`config.mk`:
```
export PLATFORM = sky130hd
export DESIGN_NAME = drs_scan
export DESIGN_NICKNAME = d
export VERILOG_FILES = /design/src/hdl/drs_pkg.sv /design/src/hdl/drs_scan.sv
export SDC_FILE = /design/constraint.sdc
export NUM_CORES = 1
export LEC_CHECK = 0
export BUFFER_PORTS_ARGS = -buffer_cell sky130_fd_sc_hd__clkbuf_2
export CORE_AREA = 8 8 189 191
export CTS_CLUSTER_SIZE = 14
export DETAILED_ROUTE_END_ITERATION = 16
export DIE_AREA = 0 0 197 199
export GPL_TIMING_DRIVEN = 0
export SLEW_MARGIN = 25
export SYNTH_ARGS = -nofsm -noshare
export SYNTH_HDL_FRONTEND = slang
export SYNTH_SLANG_ARGS = --single-unit
```
`constraint.sdc`:
```
create_clock -name clk -period 11.5 [get_ports clk]
set_clock_uncertainty 0.05 [all_clocks]
set_input_delay 1.15 -clock clk [delete_from_list [all_inputs] [get_ports clk]]
set_output_delay 1.15 -clock clk [all_outputs]
set_load 0.05 [all_outputs]
```
`src/hdl/drs_pkg.sv`:
```
// Shared types and constants for the disk request scheduler.
package drs_pkg;

    localparam int TRACK_FIELD_BITS = 17;
    localparam int COUNT_FIELD_BITS = 18;
    localparam int STAMP_BITS       = 32;
    localparam int CFG_INDEX_BITS   = 1;

    localparam logic [2:0] OP_CLEAR      = 3'd0;
    localparam logic [2:0] OP_ADD        = 3'd1;
    localparam logic [2:0] OP_SERVE_FCFS = 3'd2;
    localparam logic [2:0] OP_SERVE_SSTF = 3'd3;
    localparam logic [2:0] OP_SERVE_LOOK = 3'd4;
    localparam logic [2:0] OP_SERVE_CLOOK = 3'd5;

    localparam logic [2:0] STATUS_SERVED    = 3'd0;
    localparam logic [2:0] STATUS_ACCEPTED  = 3'd1;
    localparam logic [2:0] STATUS_EMPTY     = 3'd2;
    localparam logic [2:0] STATUS_FULL      = 3'd3;
    localparam logic [2:0] STATUS_OUT_RANGE = 3'd4;

    localparam logic [CFG_INDEX_BITS-1:0] CFG_TRACK_COUNT = 1'b0;
    localparam logic [CFG_INDEX_BITS-1:0] CFG_START_HEAD  = 1'b1;

    localparam logic [COUNT_FIELD_BITS-1:0] TRACK_COUNT_RESET = 18'd131072;

    typedef struct packed {
        logic [2:0]                  operation;
        logic [TRACK_FIELD_BITS-1:0] track;
    } drs_request_t;

    typedef struct packed {
        logic [TRACK_FIELD_BITS-1:0] served_track;
        logic [2:0]                  status;
    } drs_result_t;

    typedef enum logic [3:0] {
        ST_INIT,
        ST_IDLE,
        ST_CLEAR,
        ST_SCAN_FREE,
        ST_INSERT,
        ST_SCAN_TRACK,
        ST_PICK,
        ST_SCAN_AGE,
        ST_REMOVE
    } drs_state_t;

    // Control from the sequencer to the scan unit
    typedef struct packed {
        logic init;
        logic take;
        logic match;
    } drs_scan_ctl_t;

    typedef struct packed {
        logic below_found;
        logic above_found;
    } drs_scan_flags_t;

endpackage

```
`src/hdl/drs_scan.sv`:
```
// Scan unit: folds streamed entries into nearest, bounding, oldest and free candidates.
module drs_scan
    import drs_pkg::*;
#(
    parameter int TRACK_BITS = 17,
    parameter int ADDR_BITS  = 8
) (
    input  logic                  clk,
    input  logic                  rst_n,
    input  drs_scan_ctl_t         ctl,
    input  logic [TRACK_BITS-1:0] head,
    input  logic [TRACK_BITS-1:0] target,
    input  logic [STAMP_BITS-1:0] counter,
    input  logic                  entry_valid,
    input  logic [TRACK_BITS-1:0] entry_track,
    input  logic [STAMP_BITS-1:0] entry_stamp,
    input  logic [ADDR_BITS-1:0]  entry_idx,
    output drs_scan_flags_t       flags,
    output logic [TRACK_BITS-1:0] max_below,
    output logic [TRACK_BITS-1:0] min_above,
    output logic [TRACK_BITS-1:0] max_all,
    output logic [TRACK_BITS-1:0] nearest,
    output logic [ADDR_BITS-1:0]  free_idx,
    output logic [ADDR_BITS-1:0]  best_idx,
    output logic [TRACK_BITS-1:0] best_track
);

    logic                  below_found_reg, above_found_reg, all_found_reg;
    logic                  near_found_reg, age_found_reg, free_found_reg;
    logic [TRACK_BITS-1:0] max_below_reg, min_above_reg, max_all_reg, nearest_reg;
    logic [TRACK_BITS-1:0] near_dist_reg, best_track_reg;
    logic [STAMP_BITS-1:0] best_age_reg;
    logic [ADDR_BITS-1:0]  free_idx_reg, best_idx_reg;

    logic [TRACK_BITS-1:0] seek_dist;
    logic [STAMP_BITS-1:0] age;
    logic                  upd_below, upd_above, upd_all, upd_near, upd_age, upd_free;

    always_comb
    begin
        seek_dist = (entry_track > head) ? entry_track - head : head - entry_track;
        age  = counter - entry_stamp;
        upd_below = ctl.take && entry_valid && (entry_track <= head)
                    && (!below_found_reg || entry_track > max_below_reg);
        upd_above = ctl.take && entry_valid && (entry_track >= head)
                    && (!above_found_reg || entry_track < min_above_reg);
        upd_all   = ctl.take && entry_valid
                    && (!all_found_reg || entry_track > max_all_reg);
        // equal distance goes to the lower track
        upd_near  = ctl.take && entry_valid
                    && (!near_found_reg || seek_dist < near_dist_reg
                        || (seek_dist == near_dist_reg && entry_track < nearest_reg));
        // strict compare keeps the lower index among equal ages
        upd_age   = ctl.take && entry_valid && (!ctl.match || entry_track == target)
                    && (!age_found_reg || age > best_age_reg);
        upd_free  = ctl.take && !entry_valid && !free_found_reg;
    end

    always_ff @(posedge clk or negedge rst_n)
    begin
        if (!rst_n)
        begin
            below_found_reg <= 1'b0;
            above_found_reg <= 1'b0;
            all_found_reg   <= 1'b0;
            near_found_reg  <= 1'b0;
            age_found_reg   <= 1'b0;
            free_found_reg  <= 1'b0;
        end
        else if (ctl.init)
        begin
            below_found_reg <= 1'b0;
            above_found_reg <= 1'b0;
            all_found_reg   <= 1'b0;
            near_found_reg  <= 1'b0;
            age_found_reg   <= 1'b0;
            free_found_reg  <= 1'b0;
        end
        else
        begin
            below_found_reg <= below_found_reg | upd_below;
            above_found_reg <= above_found_reg | upd_above;
            all_found_reg   <= all_found_reg | upd_all;
            near_found_reg  <= near_found_reg | upd_near;
            age_found_reg   <= age_found_reg | upd_age;
            free_found_reg  <= free_found_reg | upd_free;
        end
    end

    always_ff @(posedge clk)
    begin
        if (upd_below)
        begin
            max_below_reg <= entry_track;
        end
        if (upd_above)
        begin
            min_above_reg <= entry_track;
        end
        if (upd_all)
        begin
            max_all_reg <= entry_track;
        end
        if (upd_near)
        begin
            nearest_reg   <= entry_track;
            near_dist_reg <= seek_dist;
        end
        if (upd_age)
        begin
            best_idx_reg   <= entry_idx;
            best_age_reg   <= age;
            best_track_reg <= entry_track;
        end
        if (upd_free)
        begin
            free_idx_reg <= entry_idx;
        end
    end

    assign flags.below_found = below_found_reg;
    assign flags.above_found = above_found_reg;
    assign max_below  = max_below_reg;
    assign min_above  = min_above_reg;
    assign max_all    = max_all_reg;
    assign nearest    = nearest_reg;
    assign free_idx   = free_idx_reg;
    assign best_idx   = best_idx_reg;
    assign best_track = best_track_reg;

endmodule

```
==> Word-level counts from Yosys, hierarchy flattened <==
Index checks and enable logic that the tools add are counted.
{ "totals": {"input_bits": 129, "reg_bits": 156, "output_inout_bits": 103} }
{ "op_classes": {"order_cmp": 9, "bitwise_logic": 6, "n_reduce_logical": 27, "add_sub_neg": 3, "n_mux": 7, "eq_ne": 2} }
{ "op_table": {"columns": ["op", "n"], "rows": [
  ["17-bit > comparator", 3],
  ["17-bit < comparator", 3],
  ["17-bit == test", 2],
  ["17-bit subtractor", 2],
  ["32-bit > comparator", 1],
  ["32-bit subtractor", 1],
  ["17-bit greater-or-equal comparator", 1],
  ["17-bit less-or-equal comparator", 1],
  ["17-bit two-way mux", 1],
  ["1-bit logical AND", 12],
  ["1-bit zero test", 8],
  ["1-bit logical OR", 7],
  ["1-bit two-way mux", 6],
  ["1-bit bitwise OR", 6]
]} }

==> Depth between registers and ports, before layout <==
{ "depth": {"ltp_word": 8, "mapped_depth": 21, "depth_no_buf": 20} }

==> Least setup slack after synthesis <==
No wires, ideal clock.
{ "synth_path": {"kind": "input to register", "startpoint": "in counter[0]", "endpoint": "reg best_age_reg[0], enable pin", "setup_ns": 0.491, "n_path_buf": 0, "slack_ns": 4.018, "t_required_ns": 10.959, "path_stages": 17, "arrival_ns": 6.942, "path_cell_list": "inv_1 -> ha_1 -> fa_1 -> nand2b_1 -> a21oi_1 -> o21ai_0 -> a211oi_1 -> o211a_1 -> o21ai_0 -> o2111ai_1 -> o311ai_1 -> ha_1 -> nand4_1 -> nor4_1 -> nand2_1 -> a21o_1 -> a21oi_1"} }
{ "synth_between": {"elab_chain_cells": 4} }
{ "synth_rtl": {"columns": ["item", "line", "source"], "rows": [
  ["start: declaration", "drs_scan.sv:13", "input logic [STAMP_BITS-1:0] counter,"],
  ["32-bit subtractor", "drs_scan.sv:42", "age = counter - entry_stamp;"],
  ["net age[30]", "drs_scan.sv:36", "logic [STAMP_BITS-1:0] age;"],
  ["32-bit > comparator", "drs_scan.sv:55", "&& (!age_found_reg || age > best_age_reg);"],
  ["1-bit logical OR", "drs_scan.sv:55", null],
  ["1-bit logical AND", "drs_scan.sv:55", null],
  ["net upd_age", "drs_scan.sv:37", "logic upd_below, upd_above, upd_all, upd_near, upd_age, upd_free;"],
  ["end signal: assignment", "drs_scan.sv:112", "best_age_reg <= age;"],
  ["end: declaration", "drs_scan.sv:32", "logic [STAMP_BITS-1:0] best_age_reg;"]
]} }
The timed path passes the listed nets, and every way through them passes these cells.
A chain may end at the register's enable or synchronous reset.

==> Worst setup path in the final report <==
{ "layout_path": {"startpoint": "in counter[0]", "endpoint": "reg best_track_reg[8] (netlist: best_track[8]), enable pin"} }
{ "layout_between": {"elab_chain_cells": 4} }
{ "layout_rtl": {"columns": ["item", "line", "source"], "rows": [
  ["32-bit subtractor", "drs_scan.sv:42", null],
  ["net age[30]", "drs_scan.sv:36", null],
  ["32-bit > comparator", "drs_scan.sv:55", null],
  ["1-bit logical OR", "drs_scan.sv:55", null],
  ["1-bit logical AND", "drs_scan.sv:55", null],
  ["net upd_age", "drs_scan.sv:37", null],
  ["end signal: assignment", "drs_scan.sv:113", "best_track_reg <= entry_track;"],
  ["end: declaration", "drs_scan.sv:31", "logic [TRACK_BITS-1:0] near_dist_reg, best_track_reg;"]
]} }
The timed path passes the listed nets, and every way through them passes these cells.

==> results.yml <==
run_status:
  status: "completed"
critical_path:
  worstSetupEndpointType: "flip-flop"
  startpoint_type: "primary input"
  r2r-start: "nearest[1]$_DFFE_PP_"
  path_max_fanout: 20
  path_cells: "clkbuf_2 -> inv_1 -> ha_1 -> fa_1 -> nand2b_1 -> a21oi_1 -> o21ai_0 -> a211oi_1 -> o211a_1 -> o21ai_0 -> o2111ai_1 -> o311ai_1 -> ha_1 -> nand4_1 -> nor4_1 -> nand2_1 -> a21o_1 -> a21oi_4 -> buf_16 -> buf_16"
  max_stage_delay_ns: 0.51
  required_ns: 11.60
  critPathKind: "in -> reg"
  r2r_end: "nearest[4]$_DFFE_PP_"
  arrival_ns: 5.93
  r2r_cells: 10
  crit_slowest_cell: "nor4_1"
  rrSetupSlack_ns: 8.32
timing:
  finalSetupViolCount: 0
  period_minus_slack_ns: 5.830
  hold_viol: 0
  fin_setup_tns_ns: 0
  max_slew_margin_pct: 44.88
  fmax_ghz: 0.1715
  rsz0062_at_grt: "no"
  worst_slew_pin_slew_ns: 0.8268
  finalMaxSlewViolations: 0
  finalCritPeriodShare_pct: 50.69
logic_synthesis:
  synth_seq_cells: 156
  synth_ff_type: "edfxtp_1"
  synth_area_leader_cell: "edfxtp_1"
  synthDistinctLibCells: 67
  synth_edf_count: 150
  synth_area_sq_um: 11330
  seq_area_frac_synth_pct: 41.07
  ys_warn_count: 0
  syn_nets: 1430
  synth.avg_cell_area_sq_um: 10.13
  synthTopCellsByArea: "edfxtp_1 40%, ha_1 20%, inv_1 6.4%"
  netlist_instances: 1119
  synth_top_cell_area_share_pct: 39.74
  synthArstFlopShare_pct: 3.846
pwr:
  powerDensity_nw_per_um2: 132.2
  vdd_ir_drop_max_v: 0.00009178
  power.total_mw: 1.826
  leakagePower_nw: 6.794
global_route:
  grt_overflow: 0
  grt_antenna_before_repair: 1
  grt_start_max_net_pins: 21
  grt_pass1_wl_um: 49560
  track_usage_pct: 16.16
  grt_pass1_vias: 9216
layout:
  final_common_cell: "clkbuf_2"
  post-route-util_pct: 42.04
  largest_register_ffs: 32
  drive_gt1_share_pct: 21.76
  fillers: 3252
  finalInstanceArea_sq_um: 13810
  final_cell_mix: "231 x clkbuf_2, 194 x inv_1, 179 x ha_1"
  final_nets: 1686
  syn_to_final_growth_pct: 21.89
  n_antenna_cell: 0
place:
  place_area_sq_um: 13210
  dp_hpwl_um: 25230
  place.gp.congestion: 0.8976
  portBuffers: 231
detailed_routing:
  ant_nets: 0
  via_per_inst: 4.884
  drt-initial-drc-count: 376
  vias: 8967
  wl_um: 31690
  drc: 0
  wl_per_cell_um: 17.26
  drt_pass1_iterations: 5
clock_network:
  postCtsSetupRepairBufs: 0
  post_cts_resized: 0
  cts_num_sinks: 156
  numCtsBuffers: 17
  cts_max_level: 4
  clock-root-buffer: "clkbuf_16"
  cts_tree: "yes"
  clkLatencyLatePin_ns: 0.44
  ctsHoldBuffers: 0
  clockBufferDepth: 2
  clkTransAtPathRegs_ns: 0.07
hold_path:
  hold_path.class: "reg -> reg"
  hold-path-endpoint: "near_found_reg$_DFF_PN0_"
  min_path_cells: 2
  hold_start: "near_found_reg$_DFF_PN0_"
floorplanning:
  dieArea_sq_um: 39200
  core_sq_um: 32860
  initial_utilization_pct: 34.49
  ioPinCount: 232
  core.rowCount: 67
  die_x_um: 197
  die_h_um: 199
run:
  maxCapViolCount: 0
per-layer routing:
layer / GRT usage (%) / vias to the layer above / part of all wire [%]
li1: - / 4497 / -
met1: 19.82 / 4138 / 44
met2: 26.95 / 287 / 47
met4: 5.461 / 2 / 2.2
met3: 4.635 / 43 / 7.3
met5: 0 / - / 0.041
synthesized netlist by cell type, types with 3 or more instances:
cell / instances
inv_1: 194
ha_1: 179
edfxtp_1: 150
a21oi_1: 82
a21o_1: 62
nor2_1: 49
nand2_1: 44
o21ai_0: 44
xnor2_1: 38
nand3_1: 28
nand4_1: 27
xor2_1: 21
nor2b_1: 19
a211oi_1: 14
nand2b_1: 13
nor3_1: 13
buf_2: 11
mux2i_1: 10
clkbuf_1: 9
and2_1: 7
dfrtp_1: 6
nor4_1: 6
o21a_1: 6
o21bai_1: 6
and3_1: 5
o2111ai_1: 5
o21ai_1: 5
a221oi_1: 4
a31oi_1: 3
and4_1: 3
buf_6: 3
fa_1: 3
nand2_2: 3
nand3b_1: 3
logic make-up (layout without fill, tap and decap cells):
family / count (synthesis) / after routing / synth area share, %
buffers and inverters: 219 / 488 / 7.640
AND/OR/NAND/NOR: 232 / 232 / 10.63
AO/OA/AOI/OAI: 260 / 260 / 14.83
flip-flops: 156 / 156 / 41.07
XOR/XNOR: 59 / 59 / 4.560
multiplexers: 11 / 11 / 0.9826
adder cells (fa/ha/maj): 182 / 182 / 20.29
through the flow:
stage | hold WS (ns) | setup WS (ns) | cells
after floorplan | 0.4132 | 4.018 | 1119
after global placement | 0.4291 | 1.474 | 1798
after global routing | 0.4918 | 5.351 | 1836
after CTS | 0.4659 | 5.687 | 1836
final | 0.4587 | 5.670 | 1836
after detailed placement | 0.4471 | 5.215 | 1804
worst max-delay path, delay by kind of cell:
| kind | cells | cell delay (ns) |
|---|---|---|
| AO/OA/AOI/OAI | 9 | 2.29 |
| buffers and inverters | 4 | 0.50 |
| adder cells (fa/ha/maj) | 3 | 0.96 |
| AND/OR/NAND/NOR | 4 | 1.01 |
final cells by class:
cell class / count / area (sq um) / area share (%)
plain buffers: 25 / 137.6 / 0.9963
clock buffers: 17 / 425.4 / 3.079
clock inverters: 15 / 178.9 / 1.295
inverters: 194 / 728.2 / 5.271
multi-input cells: 744 / 5844 / 42.31
flip-flops and latches: 156 / 4654 / 33.69
well taps: 448 / 560.5 / 4.058
repair buffers: 237 / 1285 / 9.302
report_power, final:
group / leakage, nW / switching (mW) / internal (mW)
combinational: 5.04 / 0.348 / 0.206
sequential: 1.47 / 0.0149 / 0.681
clock: 0.287 / 0.283 / 0.294
total: 6.79 / 0.645 / 1.18
worst max-delay path by stage:
stage	slack [ns]	start	depth (start not counted)	to
2_1_floorplan	4.02	counter[0]	17	best_age_reg[0]$_DFFE_PP_
3_5_place_dp	5.21	counter[0]	20	best_track[8]$_DFFE_PP_
6_report	5.67	counter[0]	20	best_track[8]$_DFFE_PP_
5_1_grt	5.35	counter[0]	20	best_track[8]$_DFFE_PP_
4_1_cts	5.69	counter[0]	20	best_track[8]$_DFFE_PP_
3_3_place_gp	1.47	counter[0]	18	best_track[8]$_DFFE_PP_
(Power assumes the default switching activity.)
